**config.mk**
```make
export PLATFORM = sky130hd
export DESIGN_NAME = http_header_length_scanner_unit
export DESIGN_NICKNAME = d
export VERILOG_FILES = /design/src/rtl/core/hhls_pkg.sv /design/src/rtl/core/hhls_front.sv /design/src/rtl/core/hhls_queue.sv /design/src/rtl/core/hhls_back.sv /design/src/rtl/core/http_header_length_scanner_unit.sv
export VERILOG_INCLUDE_DIRS = /design/src /design/src/rtl/core
export SDC_FILE = /design/constraint.sdc
export NUM_CORES = 1
export LEC_CHECK = 0
export BUFFER_PORTS_ARGS = -buffer_cell sky130_fd_sc_hd__buf_2
export CORE_MARGIN = 2
export CORE_UTILIZATION = 45
export DETAILED_ROUTE_END_ITERATION = 16
export GPL_ROUTABILITY_DRIVEN = 0
export PLACE_DENSITY_LB_ADDON = 0.15
export SLEW_MARGIN = 10
export SYNTH_ARGS = -nofsm -noshare
export SYNTH_HDL_FRONTEND = slang
export SYNTH_SLANG_ARGS = --single-unit
```
**constraint.sdc**
```tcl
create_clock -name clk -period 10 [get_ports clk]
set_input_delay 1 -clock clk [delete_from_list [all_inputs] [get_ports clk]]
set_output_delay 1 -clock clk [all_outputs]
set_load 0.1 [all_outputs]
```
**src/rtl/core/http_header_length_scanner_unit_macros.svh**
```systemverilog
// Assertion macros shared by the scanner RTL.
// Each macro expects clk and rst to be visible at the place of use.
`ifndef HTTP_HEADER_LENGTH_SCANNER_UNIT_MACROS_SVH
`define HTTP_HEADER_LENGTH_SCANNER_UNIT_MACROS_SVH

`ifndef ASSERT_OFF
`define HHLS_ASSERT_IMP(lbl, ante, cons) \
  lbl: assert property (@(posedge clk) disable iff (rst) (ante) |-> (cons)) \
    else $error("scanner assertion failed");
`define HHLS_ASSERT_NXT(lbl, ante, cons) \
  lbl: assert property (@(posedge clk) disable iff (rst) (ante) |=> (cons)) \
    else $error("scanner assertion failed");
`else
`define HHLS_ASSERT_IMP(lbl, ante, cons)
`define HHLS_ASSERT_NXT(lbl, ante, cons)
`endif

`endif

```
**src/rtl/core/hhls_pkg.sv**
```systemverilog
package hhls_pkg;

  localparam int COUNT_WIDTH = 16;
  localparam int KEY_LEN     = 15;
  localparam int Q_DEPTH     = 4;
  localparam int Q_AW        = $clog2(Q_DEPTH);

  localparam logic [COUNT_WIDTH-1:0] COUNT_MAX = {COUNT_WIDTH{1'b1}};
  localparam logic [34:0]            LEN_MAX   = 35'd2147483647;
  localparam logic [3:0]             KEY_LAST  = 4'(KEY_LEN - 1);

  localparam logic [7:0] CH_CR    = 8'h0D;
  localparam logic [7:0] CH_LF    = 8'h0A;
  localparam logic [7:0] CH_TAB   = 8'h09;
  localparam logic [7:0] CH_SPACE = 8'h20;
  localparam logic [7:0] CH_ZERO  = 8'h30;
  localparam logic [7:0] CH_NINE  = 8'h39;

  localparam logic [7:0] KEY_TEXT [KEY_LEN] = '{
    8'h43, 8'h6F, 8'h6E, 8'h74, 8'h65, 8'h6E, 8'h74, 8'h2D,
    8'h4C, 8'h65, 8'h6E, 8'h67, 8'h74, 8'h68, 8'h3A
  };

  typedef enum logic [2:0] {
    PH_SEEK   = 3'd0,
    PH_BLANK  = 3'd1,
    PH_DIGITS = 3'd2,
    PH_OK     = 3'd3,
    PH_BAD    = 3'd4
  } phase_t;

  typedef enum logic [2:0] {
    V_HEADER = 3'd0,
    V_BODY   = 3'd1,
    V_DONE   = 3'd2,
    V_BADLEN = 3'd3,
    V_LARGE  = 3'd4
  } verdict_t;

  // One received byte after classification.
  typedef struct packed {
    logic        first;
    logic        is_digit;
    logic [3:0]  digit;
    logic        is_blank;
    logic        is_cr;
    logic        is_lf;
    logic [15:0] key_hit;   // bit k: byte equals key character k
  } cls_t;

  typedef struct packed {
    logic [2:0]  status;
    logic [30:0] content_length;
    logic [15:0] header_length;
    logic [15:0] total_length;
  } res_t;

  typedef struct packed {
    logic cr;
    logic lf;
  } tail_t;

endpackage

```
**src/rtl/core/hhls_front.sv**
```systemverilog
module hhls_front import hhls_pkg::*; (
  input  logic       clk,
  input  logic       rst,
  input  logic       in_valid,
  output logic       in_ready,
  input  logic [7:0] in_byte,
  input  logic       in_first,
  output logic       push,
  input  logic       push_ready,
  output cls_t       push_item
);

  logic held;
  cls_t item;
  cls_t item_next;

  always_comb begin
    item_next.first    = in_first;
    item_next.is_digit = (in_byte >= CH_ZERO) && (in_byte <= CH_NINE);
    item_next.digit    = 4'(in_byte - CH_ZERO);
    item_next.is_blank = (in_byte == CH_SPACE) || (in_byte == CH_TAB);
    item_next.is_cr    = (in_byte == CH_CR);
    item_next.is_lf    = (in_byte == CH_LF);
    item_next.key_hit  = '0;
    for (int k = 0; k < KEY_LEN; k++) begin
      item_next.key_hit[k] = (in_byte == KEY_TEXT[k]);
    end
  end

  assign in_ready  = !held || push_ready;
  assign push      = held;
  assign push_item = item;

  always_ff @(posedge clk) begin
    if (rst) begin
      held <= 1'b0;
    end else if (in_valid && in_ready) begin
      held <= 1'b1;
    end else if (push_ready) begin
      held <= 1'b0;
    end
  end

  always_ff @(posedge clk) begin
    if (in_valid && in_ready) begin
      item <= item_next;
    end
  end

endmodule

```
**src/rtl/core/hhls_queue.sv**
```systemverilog
`include "http_header_length_scanner_unit_macros.svh"

module hhls_queue import hhls_pkg::*; (
  input  logic clk,
  input  logic rst,
  input  logic push,
  output logic push_ready,
  input  cls_t push_item,
  output logic pop_valid,
  input  logic pop,
  output cls_t pop_item
);

  cls_t              slots [Q_DEPTH];
  logic [Q_AW-1:0]   wr_ptr;
  logic [Q_AW-1:0]   rd_ptr;
  logic [Q_AW:0]     count;

  assign push_ready = (count != (Q_AW + 1)'(Q_DEPTH));
  assign pop_valid  = (count != '0);
  assign pop_item   = slots[rd_ptr];

  always_ff @(posedge clk) begin
    if (rst) begin
      wr_ptr <= '0;
      rd_ptr <= '0;
      count  <= '0;
    end else begin
      if (push && push_ready) begin
        wr_ptr <= wr_ptr + 1'b1;
      end
      if (pop && pop_valid) begin
        rd_ptr <= rd_ptr + 1'b1;
      end
      unique case ({push && push_ready, pop && pop_valid})
        2'b10:   count <= count + 1'b1;
        2'b01:   count <= count - 1'b1;
        default: count <= count;
      endcase
    end
  end

  always_ff @(posedge clk) begin
    if (push && push_ready) begin
      slots[wr_ptr] <= push_item;
    end
  end

  `HHLS_ASSERT_IMP(a_no_overflow, push && !push_ready, count == (Q_AW + 1)'(Q_DEPTH))
  `HHLS_ASSERT_IMP(a_no_underflow, pop, pop_valid)
  `HHLS_ASSERT_NXT(a_count_up, push && push_ready && !pop, count == $past(count) + 1'b1)

endmodule

```
**src/rtl/core/hhls_back.sv**
```systemverilog
`include "http_header_length_scanner_unit_macros.svh"

module hhls_back import hhls_pkg::*; (
  input  logic        clk,
  input  logic        rst,
  input  logic        cfg_valid,
  input  logic [15:0] cfg_data,
  input  logic        pop_valid,
  output logic        pop,
  input  cls_t        item,
  output logic        out_valid,
  input  logic        out_ready,
  output res_t        out_res
);

  logic [15:0]            max_total;
  tail_t                  t2, t1, t0;
  logic [3:0]             kmc;
  phase_t                 phase;
  logic [30:0]            len;
  logic [COUNT_WIDTH-1:0] bcount;
  logic [15:0]            hbytes;
  verdict_t               vd;

  tail_t                  c_t2, c_t1, c_t0, t2_next, t1_next, t0_next;
  logic [3:0]             c_kmc, kmc_next;
  phase_t                 c_phase, phase_next;
  logic [30:0]            c_len, len_next;
  logic [COUNT_WIDTH-1:0] c_bcount, bcount_next;
  logic [15:0]            c_hbytes, hbytes_next;
  verdict_t               c_vd, vd_next;
  logic [34:0]            prod;
  logic [32:0]            bc_ext;
  logic [32:0]            total;
  logic                   hit;
  res_t                   res_next;

  assign pop = pop_valid && (!out_valid || out_ready);

  always_comb begin
    c_t2     = item.first ? '0 : t2;
    c_t1     = item.first ? '0 : t1;
    c_t0     = item.first ? '0 : t0;
    c_kmc    = item.first ? '0 : kmc;
    c_phase  = item.first ? PH_SEEK : phase;
    c_len    = item.first ? '0 : len;
    c_bcount = item.first ? '0 : bcount;
    c_hbytes = item.first ? '0 : hbytes;
    c_vd     = item.first ? V_HEADER : vd;

    bcount_next = (c_bcount != COUNT_MAX) ? c_bcount + 1'b1 : c_bcount;
    bc_ext      = 33'(bcount_next);
    prod        = (35'(c_len) << 3) + (35'(c_len) << 1) + 35'(item.digit);
    hit         = c_t2.cr && c_t1.lf && c_t0.cr && item.is_lf;

    t2_next     = c_t2;
    t1_next     = c_t1;
    t0_next     = c_t0;
    kmc_next    = c_kmc;
    phase_next  = c_phase;
    len_next    = c_len;
    hbytes_next = c_hbytes;
    vd_next     = c_vd;

    if (c_vd == V_HEADER) begin
      unique case (c_phase)
        PH_SEEK: begin
          if (item.key_hit[c_kmc]) begin
            kmc_next = c_kmc + 1'b1;
            if (c_kmc == KEY_LAST) begin
              phase_next = PH_BLANK;
            end
          end else begin
            kmc_next = item.key_hit[0] ? 4'd1 : 4'd0;
          end
        end
        PH_BLANK: begin
          if (item.is_blank) begin
            phase_next = PH_BLANK;
          end else if (item.is_digit) begin
            len_next   = 31'(item.digit);
            phase_next = PH_DIGITS;
          end else begin
            phase_next = PH_BAD;
          end
        end
        PH_DIGITS: begin
          if (item.is_digit) begin
            if (prod > LEN_MAX) begin
              len_next   = '0;
              phase_next = PH_BAD;
            end else begin
              len_next = prod[30:0];
            end
          end else if (item.is_cr || item.is_lf) begin
            phase_next = PH_OK;
          end else begin
            phase_next = PH_BAD;
          end
        end
        default: phase_next = c_phase;
      endcase

      // The header end byte is LF, so the length is never changed on it.
      if (hit) begin
        hbytes_next = (bc_ext > 33'd65535) ? 16'hFFFF : bc_ext[15:0];
        if (phase_next != PH_OK) begin
          vd_next = V_BADLEN;
        end else if (bc_ext + 33'(c_len) > 33'(max_total)) begin
          vd_next = V_LARGE;
        end else begin
          vd_next = V_BODY;
        end
      end
      t2_next = c_t1;
      t1_next = c_t0;
      t0_next = '{cr: item.is_cr, lf: item.is_lf};
    end

    total = 33'(hbytes_next) + 33'(c_len);
    if (vd_next == V_BODY && bc_ext >= total) begin
      vd_next = V_DONE;
    end

    res_next.status         = vd_next;
    res_next.content_length = (vd_next == V_BODY || vd_next == V_DONE) ? len_next : '0;
    res_next.header_length  = (vd_next == V_HEADER) ? '0 : hbytes_next;
    res_next.total_length   = (vd_next == V_BODY || vd_next == V_DONE || vd_next == V_LARGE)
                              ? ((total > 33'd65535) ? 16'hFFFF : total[15:0]) : '0;
  end

  always_ff @(posedge clk) begin
    if (rst) begin
      max_total <= 16'hFFFF;
      t2        <= '0;
      t1        <= '0;
      t0        <= '0;
      kmc       <= '0;
      phase     <= PH_SEEK;
      len       <= '0;
      bcount    <= '0;
      hbytes    <= '0;
      vd        <= V_HEADER;
      out_valid <= 1'b0;
    end else begin
      if (cfg_valid) begin
        max_total <= cfg_data;
      end
      if (pop) begin
        t2        <= t2_next;
        t1        <= t1_next;
        t0        <= t0_next;
        kmc       <= kmc_next;
        phase     <= phase_next;
        len       <= len_next;
        bcount    <= bcount_next;
        hbytes    <= hbytes_next;
        vd        <= vd_next;
        out_valid <= 1'b1;
      end else if (out_ready) begin
        out_valid <= 1'b0;
      end
    end
  end

  always_ff @(posedge clk) begin
    if (pop) begin
      out_res <= res_next;
    end
  end

  `HHLS_ASSERT_NXT(a_final_hold,
    pop && !item.first && (vd == V_DONE || vd == V_BADLEN || vd == V_LARGE),
    vd == $past(vd))
  `HHLS_ASSERT_IMP(a_pending_zero, out_valid && out_res.status == V_HEADER,
    out_res.header_length == '0 && out_res.total_length == '0)
  `HHLS_ASSERT_IMP(a_badlen_zero, out_valid && out_res.status == V_BADLEN,
    out_res.content_length == '0 && out_res.total_length == '0)

endmodule

```
**src/rtl/core/http_header_length_scanner_unit.sv**
```systemverilog
// HTTP response length scanner.
// Input stream: one response byte per word on s_tdata, s_tuser high on the
// first byte of a new response, which restarts the scan.
// Output stream: exactly one result word per input word, in order, carrying
// status, parsed content length, header length and total response length.
// Config channel: cfg_data sets the largest header plus body total that is
// accepted; cfg_ready is always high. Write it only while the block is idle.
// An accepted input word passes the classify register, the queue and the
// scanner output register before m_tvalid. Throughput: one word per cycle
// while m_tready stays high; the scanner state update (key match, decimal
// accumulate, length compare) is combinational for each byte.
// Reset: all scan state clears, the limit returns to 65535, no output valid.
// When the receiver stalls, the result holds on m_tdata, the four-entry queue
// fills, and s_tready drops once the queue and classify register are full.
module http_header_length_scanner_unit import hhls_pkg::*; (
  input  logic        clk,
  input  logic        rst,
  input  logic        s_tvalid,
  output logic        s_tready,
  input  logic [7:0]  s_tdata,   // [7:0] rx_byte
  input  logic        s_tuser,   // [0] first
  output logic        m_tvalid,
  input  logic        m_tready,
  output logic [71:0] m_tdata,   // [2:0] status, [33:3] content_length,
                                 // [49:34] header_length, [65:50] total_length
  input  logic        cfg_valid,
  output logic        cfg_ready,
  input  logic [15:0] cfg_data
);

  logic push;
  logic push_ready;
  cls_t push_item;
  logic pop_valid;
  logic pop;
  cls_t pop_item;
  res_t res;

  hhls_front u_front (
    .clk        (clk),
    .rst        (rst),
    .in_valid   (s_tvalid),
    .in_ready   (s_tready),
    .in_byte    (s_tdata),
    .in_first   (s_tuser),
    .push       (push),
    .push_ready (push_ready),
    .push_item  (push_item)
  );

  hhls_queue u_queue (
    .clk        (clk),
    .rst        (rst),
    .push       (push),
    .push_ready (push_ready),
    .push_item  (push_item),
    .pop_valid  (pop_valid),
    .pop        (pop),
    .pop_item   (pop_item)
  );

  hhls_back u_back (
    .clk       (clk),
    .rst       (rst),
    .cfg_valid (cfg_valid),
    .cfg_data  (cfg_data),
    .pop_valid (pop_valid),
    .pop       (pop),
    .item      (pop_item),
    .out_valid (m_tvalid),
    .out_ready (m_tready),
    .out_res   (res)
  );

  assign cfg_ready = 1'b1;
  assign m_tdata   = {6'b0, res.total_length, res.header_length,
                      res.content_length, res.status};

endmodule

```
==> out/metrics.yaml, run 1 <==
p_sw_mw: 2.67
status: "finished clean"
finalSetupViolCount: 0
clk_transition_reported_paths_ns: 0.06
final_layout_size_suffix_gt1_share_pct: 11.5
clk_root_buffer_cell: "sky130_fd_sc_hd__clkbuf_16"
tritoncts: "built"
yosysWarnings: 0
later_pin_clock_latency_in_the_skew_report_ns: 0.60
remaining_drc_errors: 0
layout.cell_area.non_filler_um2: 18900
post_cts.resized_instances: 0
via_count_of_the_first_global_routing_pass: 13426
gr-max-usage-layer: "met2"
groute.layer.met2.usage_pct: 40.3
synth.mux.area_fraction_pct: 3.29
cap_violations: 0
worstPathArrival_ns: 8.61
wl_um: 47300
dieWidth_um: 198
ir_drop_mv: 0.329
final-max-slew-violation-count: 0
synthMostInstantiatedCell: "sky130_fd_sc_hd__nor2_1"
min-delay-path-class: "reg -> reg"
groute.layer.met1.usage_pct: 31.4
post_synth_main_area_contributors: "sky130_fd_sc_hd__edfxtp_1 28%, sky130_fd_sc_hd__dfxtp_1 12%, sky130_fd_sc_hd__ha_1 9.8%, sky130_fd_sc_hd__a21oi_1 5.2%, sky130_fd_sc_hd__nor2_1 4.1%"
cts_htree_levels: 1
async_flop_share_pct: 0
synth_fa_ha_area_share_pct: 10.3
combinational_family_with_the_most_area_after_synthesis: "compound AO/OA/AOI/OAI gates"
share_of_total_power_in_sequential_cells_pct: 29.5
core_area_um2: 37400
power_leakage_nw: 7.68
total_clock_sinks: 266
p_per_area_nw_per_um2: 285
rsz_0062_raised_after_global_routing: "no"
part_of_the_yosys_area_used_for_sequential_elements_pct: 40.8
synthXorXnorAreaFrac_pct: 3.97
detail_route.wl_per_cell_um: 19.5
grt_antenna_before_repair: 0
holdBufCountCts: 0
grt_first_pass_wirelength_um: 73200
detailed_place_hpwl_um: 35000
finalHoldViolCount: 0
global_route.overflow_total: 0
setup_tns_ns: 0
clock_path_buffers: 3
fp.dieH_um: 198
post_synth_instance_area_um2: 17000
tritoncts.num_buffers: 30
period_utilization_pct: 83.3
initial_utilization_pct: 45.5
synthesis.instances: 1834
floorplan.die_area_um2: 39400
power_frac_comb_pct: 48.5
setup.worst_path.start_class: "register"
yosysUniqueCellTypes: 87
worst-slew-pin-transition_ns: 1.15
synth_ff_type: "sky130_fd_sc_hd__edfxtp_1"
synthDominantAreaCellType: "sky130_fd_sc_hd__edfxtp_1"
critical_path.max_fanout: 24
detailedRoute.firstIterationViolations: 935
viasPerCell: 5.85
compound_gate_portion_of_the_synthesized_area_pct: 19.7
synth.cells.most_frequent: "187 x sky130_fd_sc_hd__nor2_1, 176 x sky130_fd_sc_hd__a21oi_1, 161 x sky130_fd_sc_hd__edfxtp_1"
fin_skew_ns: 0.0319
port_buffers: 97
area.growth.synth_to_final_pct: 11.3
power_switching_share_pct: 49.5
timing.critical_path.to_type: "register"
reg2reg_depth: 27
grt_max_degree: 92
finalNetCount: 2052
drt_pass1_iterations: 5
synth-edff-count: 161
p_int_mw: 2.72
timing.slew.headroom_pct: 23.1
min_delay_path_depth: 2
max_freq_mhz: 120
setup.worst_path.class: "reg -> reg"
dpl-instance-area_um2: 17900
total_of_flip_flops_plus_latches_after_synthesis: 266
fin_crit_ns: 8.33
synth_area_per_cell_um2: 9.27
synthDominantCellAreaShare_pct: 28.4
timing.critical_path.required_ns: 10.28
placementRows: 71
postRouteAntennaNets: 0
post-cts-setup-buffer-count: 0
track_usage_pct: 23.7
antenna_cells_inserted: 0
pin_count: 105
detailroute.via_count: 14152
met3_usage_pct: 2.90
yosys.area_share.simple_pct: 17.3
clkPwrFrac_pct: 21.9
## power groups by stage
stage	logic [mW]	clock network, mW	registers, mW
2_1_floorplan	1.12	0	2.57
3_3_place_gp	2.59	0	1.61
3_5_place_dp	2.61	0	1.62
4_1_cts	2.62	1.21	1.60
5_1_grt	2.78	1.25	1.62
6_report	2.62	1.18	1.59
## registers in the layout, indices dropped and copies added (netlist names), 4 cells and up, named ones only
signal	cells
u_back.kmc	4
u_queue.slots	76
u_back.len	31
u_back.out_res	66
u_back.hbytes	16
u_back.max_total	16
u_front.push_item	19
u_back.bcount	16
## area by class of cell
cell class / count / area, µm²
tap: 511 / 639
clock buffer: 35 / 801
multi-input combinational: 1382 / 9300
timing repair buffer: 118 / 643
sequential: 266 / 6940
clock inverter: 21 / 274
inverter: 87 / 332
fill: 3466 / 18500
## final timing paths
check | startpoint | to | slack, ns
worst max-delay path | register | u_back.out_res[14]$_SDFFCE_PN0P_ | 1.67
worst min-delay path | u_back.t1[0]$_SDFFE_PP0P_ | u_back.t1[0]$_SDFFE_PP0P_ | 0.45
worst max register to register | register | u_back.out_res[14]$_SDFFCE_PN0P_ | 1.67
worst min register to register | u_back.t1[0]$_SDFFE_PP0P_ | u_back.t1[0]$_SDFFE_PP0P_ | 0.45
## worst max-delay path: stages (launching register included)
cell                        delay, ns
sky130_fd_sc_hd__dfxtp_1         0.31
sky130_fd_sc_hd__buf_4           0.32
sky130_fd_sc_hd__mux4_2          0.42
sky130_fd_sc_hd__nor2b_1         0.24
sky130_fd_sc_hd__ha_1            0.29
sky130_fd_sc_hd__nand3b_1        0.11
sky130_fd_sc_hd__or4_1           0.66
sky130_fd_sc_hd__mux2i_1         0.51
sky130_fd_sc_hd__inv_1           0.14
sky130_fd_sc_hd__ha_1            0.34
sky130_fd_sc_hd__a211oi_1        0.31
sky130_fd_sc_hd__o21ai_0         0.20
sky130_fd_sc_hd__a21oi_1         0.24
sky130_fd_sc_hd__o21bai_1        0.12
sky130_fd_sc_hd__a221o_1         0.36
sky130_fd_sc_hd__a21o_1          0.19
sky130_fd_sc_hd__a21oi_1         0.16
sky130_fd_sc_hd__xnor2_1         0.10
sky130_fd_sc_hd__ha_1            0.19
sky130_fd_sc_hd__a2111oi_0       0.39
sky130_fd_sc_hd__o21ai_0         0.14
sky130_fd_sc_hd__a211oi_1        0.18
sky130_fd_sc_hd__o311ai_0        0.15
sky130_fd_sc_hd__a2111o_1        0.42
sky130_fd_sc_hd__a2111oi_4       0.50
sky130_fd_sc_hd__a31oi_1         0.26
sky130_fd_sc_hd__a2bb2oi_2       0.65
sky130_fd_sc_hd__a21oi_1         0.10
## metrics by stage
| stage | total power [mW] | cells | utilization [%] | hold WS [ns] | setup slack [ns] |
|---|---|---|---|---|---|
| 6_report | 5.39 | 2420 | 50.6 | 0.453 | 1.67 |
| 5_1_grt | 5.65 | 2420 | 50.6 | 0.484 | 0.884 |
| 4_1_cts | 5.42 | 2420 | 50.6 | 0.450 | 1.70 |
| 3_5_place_dp | 4.22 | 2364 | 47.7 | 0.443 | 1.79 |
| 3_3_place_gp | 4.20 | 2364 | 47.7 | 0.436 | 1.88 |
| 2_1_floorplan | 3.69 | 1839 | - | 0.427 | 2.47 |
## kinds of logic (layout without fill, tap and decap cells)
group	count (synthesis)	count (layout)
AO/OA/AOI/OAI	517	517
multiplexers	33	33
adder cells (fa/ha/maj)	137	137
other	2	7
XOR/XNOR	77	77
buffers and inverters	191	261
AND/OR/NAND/NOR	611	611
flip-flops	266	266
## placed cells by master, fill, tap and decap left out, types with 23 or more instances in the layout
| cell | count |
|---|---|
| sky130_fd_sc_hd__nand4_1 | 25 |
| sky130_fd_sc_hd__a21o_1 | 27 |
| sky130_fd_sc_hd__nand3_1 | 51 |
| sky130_fd_sc_hd__dfxtp_1 | 105 |
| sky130_fd_sc_hd__inv_1 | 84 |
| sky130_fd_sc_hd__edfxtp_1 | 161 |
| sky130_fd_sc_hd__buf_2 | 97 |
| sky130_fd_sc_hd__nand2_1 | 153 |
| sky130_fd_sc_hd__a22oi_1 | 25 |
| sky130_fd_sc_hd__a211oi_1 | 25 |
| sky130_fd_sc_hd__a31oi_1 | 30 |
| sky130_fd_sc_hd__and3_1 | 23 |
| sky130_fd_sc_hd__nor2_1 | 187 |
| sky130_fd_sc_hd__nor2b_1 | 29 |
| sky130_fd_sc_hd__o21ai_0 | 87 |
| sky130_fd_sc_hd__nor3_1 | 32 |
| sky130_fd_sc_hd__clkbuf_16 | 31 |
| sky130_fd_sc_hd__xor2_1 | 27 |
| sky130_fd_sc_hd__xnor2_1 | 50 |
| sky130_fd_sc_hd__o211ai_1 | 27 |
| sky130_fd_sc_hd__ha_1 | 133 |
| sky130_fd_sc_hd__a21oi_1 | 176 |
## layer usage
layer  wire length [µm]  vias up
li1                   -     6896
met1              20700     6779
met2              22800      409
met3               2400       68
met4               1370        0
met5                  0        -
Power figures use the tool's default switching activity.
==> inputs of run 2 (changes only) <==
--- a/config.mk
+++ b/config.mk
@@ -6,6 +6,7 @@
 export SDC_FILE = /design/constraint.sdc
 export NUM_CORES = 1
 export LEC_CHECK = 0
+export ABC_AREA = 1
 export BUFFER_PORTS_ARGS = -buffer_cell sky130_fd_sc_hd__buf_2
 export CORE_MARGIN = 2
 export CORE_UTILIZATION = 45
==> constraint.sdc (replaced) <==
create_clock -name clk -period 8.6 [get_ports clk]
set_input_delay 0.86 -clock clk [delete_from_list [all_inputs] [get_ports clk]]
set_output_delay 0.86 -clock clk [all_outputs]
set_load 0.1 [all_outputs]
==> out/metrics.yaml, run 2 <==
fp.dieH_um: 203  # +2.3%
final_layout_size_suffix_gt1_share_pct: 8.65  # -2.8 points
yosysWarnings: 0  # unchanged
layout_common_cells: "538 x sky130_fd_sc_hd__nand2_1, 339 x sky130_fd_sc_hd__inv_1, 284 x sky130_fd_sc_hd__nor2_1, 173 x sky130_fd_sc_hd__o21ai_0, 170 x sky130_fd_sc_hd__a21oi_1"
cap_violations: 0  # unchanged
synth_ff_type: "sky130_fd_sc_hd__edfxtp_1"
synth_area_per_cell_um2: 7.43  # -20%
worstHoldEndpoint: "u_front.push_item[24]$_DFFE_PP_"
period_utilization_pct: 90.2  # +6.9 points
postRouteAntennaNets: 0  # unchanged
timing.critical_path.required_ns: 8.93  # -1.35 ns
timing.slew.headroom_pct: 24.8  # +1.7 points
grt_first_pass_wirelength_um: 81800  # +12%
clk_transition_reported_paths_ns: 0.06  # about the same
post_synth_main_area_contributors: "sky130_fd_sc_hd__edfxtp_1 27%, sky130_fd_sc_hd__dfxtp_1 12%, sky130_fd_sc_hd__nand2_1 11%, sky130_fd_sc_hd__ha_1 9.3%, sky130_fd_sc_hd__inv_1 7.2%"
clock_path_buffers: 3  # unchanged
final_critical_path_setup_slack_ns: 0.844  # -0.827 ns
status: "finished clean"
ir_drop_mv: 0.300  # -8.8%
later_pin_clock_latency_in_the_skew_report_ns: 0.60  # about the same
fin_util_pct: 50.9  # +0.32 points
detailed_place_hpwl_um: 37800  # +8.2%
min-delay-path-class: "in -> reg"
setup.worst_path.class: "reg -> reg"
drt_pass1_iterations: 5  # unchanged
critPathSlowestCell: "sky130_fd_sc_hd__dfxtp_1"
min_delay_path_depth: 1  # -1
p_per_area_nw_per_um2: 377  # +32%
power_mw: 7.45  # +38%
async_flop_share_pct: 0  # unchanged
reg2reg_depth: 45  # +67%
fin_crit_ns: 7.76  # -0.573 ns
largest_register: "u_queue.slots"
placementRows: 72  # +1.4%
via_count_of_the_first_global_routing_pass: 15396  # +15%
reg_to_reg_slack_setup_ns: 0.84  # -0.83 ns
wl_um: 51800  # +9.4%
rsz_0062_raised_after_global_routing: "no"
synth-edff-count: 161  # unchanged
worst_r2r_endpoint: "u_back.out_res[38]$_SDFFCE_PN0P_"
dieWidth_um: 203  # +2.3%
largest_register_ff_count: 76  # unchanged
initial_utilization_pct: 45.8  # +0.38 points
synthesis.instances: 2396  # +31%
placedCellCount: 2958  # +25%
worst-slew-pin-transition_ns: 1.12  # -0.0263 ns
place_ws_ns: 0.907  # -0.885 ns
detailedRoute.firstIterationViolations: 1197  # +28%
total_clock_sinks: 266  # unchanged
floorplan.die_area_um2: 41200  # +4.6%
global_route.overflow_total: 0  # unchanged
core_area_um2: 38800  # +3.8%
synthMostInstantiatedCell: "sky130_fd_sc_hd__nand2_1"
area.growth.synth_to_final_pct: 11.1
total_of_flip_flops_plus_latches_after_synthesis: 266  # unchanged
cts_htree_levels: 1  # unchanged
cp_common_cell: "sky130_fd_sc_hd__nand2_1"
power_leakage_nw: 9.71  # +26%
holdBufCountCts: 0  # unchanged
clk_root_buffer_cell: "sky130_fd_sc_hd__clkbuf_16"
remaining_drc_errors: 0  # unchanged
port_buffers: 97  # unchanged
detail_route.wl_per_cell_um: 17.2  # -12%
synthDominantCellAreaShare_pct: 27.2  # -1.3 points
synthDominantAreaCellType: "sky130_fd_sc_hd__edfxtp_1"
setup_tns_ns: 0  # unchanged
finalNetCount: 2640  # +29%
post_synth_instance_area_um2: 17800  # +4.7%
hold_path.startpoint: "s_tuser"
tritoncts.num_buffers: 31  # +3.3%
worstPathArrival_ns: 8.09  # -0.52 ns
biggestRegsByFlops: "u_queue.slots x76, u_back.out_res x66, u_back.len x31"
timing.critical_path.to_type: "register"
grt_antenna_before_repair: 0  # unchanged
grt_max_degree: 101  # +9.8%
pin_count: 105  # unchanged
synth.cells.most_frequent: "538 x sky130_fd_sc_hd__nand2_1, 340 x sky130_fd_sc_hd__inv_1, 284 x sky130_fd_sc_hd__nor2_1"
max_freq_mhz: 129  # +7.4%
viasPerCell: 5.33  # -8.8%
most_common_library_cell_in_the_layout_ignoring_fill_and_taps: "sky130_fd_sc_hd__nand2_1"
tritoncts: "built"
critical_path.max_fanout: 36  # +50%
yosysUniqueCellTypes: 50  # -43%
final-max-slew-violation-count: 0  # unchanged
detailroute.via_count: 16089  # +14%
finalSetupViolCount: 0  # unchanged
instances_no_fill: 3017  # +25%
part_of_the_yosys_area_used_for_sequential_elements_pct: 39.0  # -1.8 points
post_cts.resized_instances: 0  # unchanged
post-cts-setup-buffer-count: 0  # unchanged
finalHoldViolCount: 0  # unchanged
fin_skew_ns: 0.0162  # -0.0157 ns
worst_path_largest_cell_delay_ns: 0.61  # -0.05 ns
setup.worst_path.start_class: "register"
track_usage_pct: 25.0  # +1.3 points
## run 2: changes by cell type after synthesis, sizes merged, moves of 24 or more
cell and change:
o21ai +95, nor2b -30, xnor2 -27, nand2 +398, inv +268, nand3 +57
nor2 +101, a21o -24, xor2 +26
## run 2: cells by family (layout without fill, tap and decap cells)
family | Yosys count | after routing | share of synthesized area, %
AOI/OAI and AO/OA | 462 | 462 | 14.5
and+or+nand+nor | 1012 | 1012 | 23.2
buffers and inverters | 441 | 538 | 9.68
other | 2 | 8 | 0.0422
xor gates and xnor gates | 76 | 76 | 3.74
DFF | 266 | 266 | 39.0
adders and majority gates | 137 | 137 | 9.80
## run 2: through the flow
| step | instance area, µm² | hold WS [ns] |
|---|---|---|
| after CTS | 19800 | 0.416 |
| after detailed placement | 18800 | 0.460 |
| final | 19800 | 0.453 |
| after global placement | 18800 | 0.451 |
| after floorplan | 17800 | 0.436 |
| after global routing | 19800 | 0.429 |
## run 2: layer usage
layer | GRT usage [%] | wire, µm
met2 | 40.7 | 23700
met5 | 0 | 0
met3 | 3.11 | 2730
met1 | 33.5 | 23300
met4 | 10.3 | 2030
## run 2: worst max-delay path by stage
stage	startpoint	end	cells after the start
after floorplan	register	u_back.out_res[26]$_SDFFCE_PN0P_	47
after global placement	register	u_back.out_res[49]$_SDFFCE_PN0P_	45
after detailed placement	register	u_back.out_res[50]$_SDFFCE_PN0P_	45
after CTS	register	u_back.out_res[47]$_SDFFCE_PN0P_	45
after global routing	register	u_back.out_res[47]$_SDFFCE_PN0P_	45
final	register	u_back.out_res[38]$_SDFFCE_PN0P_	45
## run 2: layout make-up
| cell class | instances | area (µm²) |
|---|---|---|
| antenna | 1 | 2.50 |
| clock buffer | 37 | 798 |
| clock inverter | 21 | 175 |
| fill | 3814 | 19000 |
| inverter | 356 | 1340 |
| multi-input combinational | 1694 | 9190 |
| sequential | 266 | 6940 |
| tap | 518 | 648 |
| timing repair buffer | 124 | 688 |
## run 2: worst max-delay path, delay by kind of cell (launching register included)
| family | cells | cell delay [ns] |
|---|---|---|
| AOI/OAI and AO/OA | 4 | 0.65 |
| and+or+nand+nor | 30 | 3.53 |
| xor gates and xnor gates | 2 | 0.53 |
| buffers and inverters | 5 | 1.01 |
| adders and majority gates | 4 | 1.13 |
| DFF | 1 | 0.61 |
## run 2: power breakdown
group          leakage, nW  switching (mW)  internal [mW]
clock network        0.467           0.553          0.724
registers             2.43           0.152           1.75
logic                 6.81            3.29          0.978
==> inputs of run 3 (changes only) <==
--- a/config.mk
+++ b/config.mk
@@ -13,6 +13,7 @@
 export DETAILED_ROUTE_END_ITERATION = 16
 export GPL_ROUTABILITY_DRIVEN = 0
 export PLACE_DENSITY_LB_ADDON = 0.15
+export REMOVE_ABC_BUFFERS = 1
 export SLEW_MARGIN = 10
 export SYNTH_ARGS = -nofsm -noshare
 export SYNTH_HDL_FRONTEND = slang
==> out/metrics.yaml, run 3 (same netlist as run 2, synthesis figures left out) <==
postRouteAntennaNets: 0  # unchanged
detailedRoute.firstIterationViolations: 1179  # -1.5%
place_ws_ns: 0.849  # -0.0577 ns
worst_r2r_endpoint: "u_back.out_res[61]$_SDFFCE_PN0P_"
finalSetupViolCount: 0  # unchanged
cap_violations: 0  # unchanged
fin_util_pct: 51.1  # +0.12 points
p_per_area_nw_per_um2: 380  # +0.86%
critPathSlowestCell: "sky130_fd_sc_hd__dfxtp_1"
fin_skew_ns: 0.0421  # +0.0259 ns
antenna_cells_inserted: 0  # -1
area.growth.synth_to_final_pct: 11.4
finalNetCount: 2633  # -0.27%
cts_htree_levels: 1  # unchanged
viasPerCell: 5.33  # about the same
detailroute.via_count: 16029  # -0.37%
hold-worst-slack_ns: 0.474  # +0.0215 ns
via_count_of_the_first_global_routing_pass: 15192  # -1.3%
min-delay-path-class: "reg -> reg"
reg2reg_depth: 41  # -8.9%
clock_path_buffers: 3  # unchanged
fp.dieH_um: 203  # unchanged
worst_path_largest_cell_delay_ns: 0.53  # -0.08 ns
detail_route.wl_per_cell_um: 16.8  # -2.2%
timing.slew.headroom_pct: 26.3  # +1.5 points
initial_utilization_pct: 45.8  # unchanged
worst-slew-pin-transition_ns: 1.11  # -0.0185 ns
largest_register: "u_queue.slots"
later_pin_clock_latency_in_the_skew_report_ns: 0.61  # about the same
worstHoldEndpoint: "u_back.max_total[1]$_SDFFE_PP1P_"
setup.worst_path.class: "reg -> reg"
rsz_0062_raised_after_global_routing: "no"
dieWidth_um: 203  # unchanged
dpl-instance-area_um2: 18800  # -0.17%
detailed_place_hpwl_um: 36300  # -4.1%
fin_crit_ns: 7.89  # +0.131 ns
post_cts.resized_instances: 0  # unchanged
global_route.overflow_total: 0  # unchanged
grt_antenna_before_repair: 1  # +1
setup_tns_ns: 0  # unchanged
status: "finished clean"
biggestRegsByFlops: "u_queue.slots x76, u_back.out_res x66, u_back.len x31"
largest_register_ff_count: 76  # unchanged
core_area_um2: 38800  # unchanged
reg_to_reg_slack_setup_ns: 0.71  # -0.13 ns
drt_pass1_iterations: 6  # +1
multiInputGateArea_um2: 9190  # unchanged
timing.critical_path.required_ns: 8.90  # -0.03 ns
total_clock_sinks: 266  # unchanged
timing.critical_path.to_type: "register"
finalHoldViolCount: 0  # unchanged
wl_um: 50500  # -2.5%
clk_root_buffer_cell: "sky130_fd_sc_hd__clkbuf_16"
final_layout_size_suffix_gt1_share_pct: 8.47  # -0.17 points
max_freq_mhz: 127  # -1.7%
clk_transition_reported_paths_ns: 0.06  # about the same
final-max-slew-violation-count: 0  # unchanged
floorplan.die_area_um2: 41200  # unchanged
critical_path.max_fanout: 31  # -14%
post-cts-setup-buffer-count: 0  # unchanged
ir_drop_mv: 0.522  # +74%
grt_max_degree: 178  # +76%
remaining_drc_errors: 0  # unchanged
grt_first_pass_wirelength_um: 79600  # -2.7%
pin_count: 105  # unchanged
layout.cell_area.non_filler_um2: 19800  # +0.23%
tritoncts: "built"
register_area_um2: 6940  # unchanged
placementRows: 72  # unchanged
track_usage_pct: 24.2  # -0.74 points
final_critical_path_setup_slack_ns: 0.713  # -0.131 ns
cp_common_cell: "sky130_fd_sc_hd__nand2_1"
setup.worst_path.start_class: "register"
most_common_library_cell_in_the_layout_ignoring_fill_and_taps: "sky130_fd_sc_hd__nand2_1"
holdBufCountCts: 0  # unchanged
layout_common_cells: "538 x sky130_fd_sc_hd__nand2_1, 340 x sky130_fd_sc_hd__inv_1, 284 x sky130_fd_sc_hd__nor2_1, 173 x sky130_fd_sc_hd__o21ai_0, 170 x sky130_fd_sc_hd__a21oi_1"
power_leakage_nw: 9.72  # +0.12%
port_buffers: 97  # unchanged
worstPathArrival_ns: 8.19  # +0.10 ns
period_utilization_pct: 91.7  # +1.5 points
min_delay_path_depth: 2  # +1
fillCellCount: 3837  # +0.60%
tritoncts.num_buffers: 30  # -3.2%
hold_path.startpoint: "u_back.max_total[1]$_SDFFE_PP1P_"
==> run 3: changes by cell type in the layout (fill, tap and decap cells not counted), sizes merged <==
cell      before  now
buf          124  118
bufinv         2    6
clkbuf        37   42
clkinv        15    7
clkinvlp       3    2
diode          1    0
inv          357  355
==> run 3: worst max-delay path: cells and delay by family, from the launching register on <==
family,cells,cell delay (ns)
xor gates and xnor gates,2,0.45
adders and majority gates,3,0.89
and+or+nand+nor,27,3.95
DFF,1,0.53
AOI/OAI and AO/OA,4,0.87
buffers and inverters,5,0.88
==> run 3: power breakdown <==
| group | switching (mW) | internal (mW) | leakage (nW) |
|---|---|---|---|
| Clock | 0.538 | 0.835 | 0.504 |
| Combinational | 3.30 | 0.976 | 6.79 |
| Sequential | 0.140 | 1.75 | 2.43 |
==> run 3: cell type report <==
| type | instances | share of cell area [%] |
|---|---|---|
| clock inverters | 14 | 1.26 |
| repair buffers | 118 | 3.31 |
| clock buffers | 42 | 4.06 |
| well taps | 518 | 3.27 |
| inverters | 356 | 6.74 |
| multi-input cells | 1694 | 46.4 |
| flip-flops and latches | 266 | 35.0 |
==> run 3: worst max-delay path by stage <==
stage	endpoint
2_1_floorplan	u_back.t1[1]$_SDFFE_PP0P_
3_3_place_gp	u_back.out_res[62]$_SDFFCE_PN0P_
3_5_place_dp	u_back.out_res[61]$_SDFFCE_PN0P_
4_1_cts	u_back.out_res[61]$_SDFFCE_PN0P_
5_1_grt	u_back.out_res[61]$_SDFFCE_PN0P_
6_report	u_back.out_res[61]$_SDFFCE_PN0P_
==> run 3: layer usage <==
layer / track usage (%) / up-vias / wire length [µm]
li1: - / 8035 / -
met1: 31.7 / 7407 / 22200
met2: 42.5 / 494 / 24200
met3: 2.60 / 93 / 2900
met4: 6.52 / 0 / 1210
met5: 0 / - / 0
==> run 3: metrics by stage <==
| stage | power (mW) | std cells |
|---|---|---|
| after floorplan | 5.52 | 2316 |
| after global placement | 6.10 | 2952 |
| after detailed placement | 6.14 | 2952 |
| after CTS | 7.54 | 3008 |
| after global routing | 8.01 | 3008 |
| final | 7.53 | 3008 |
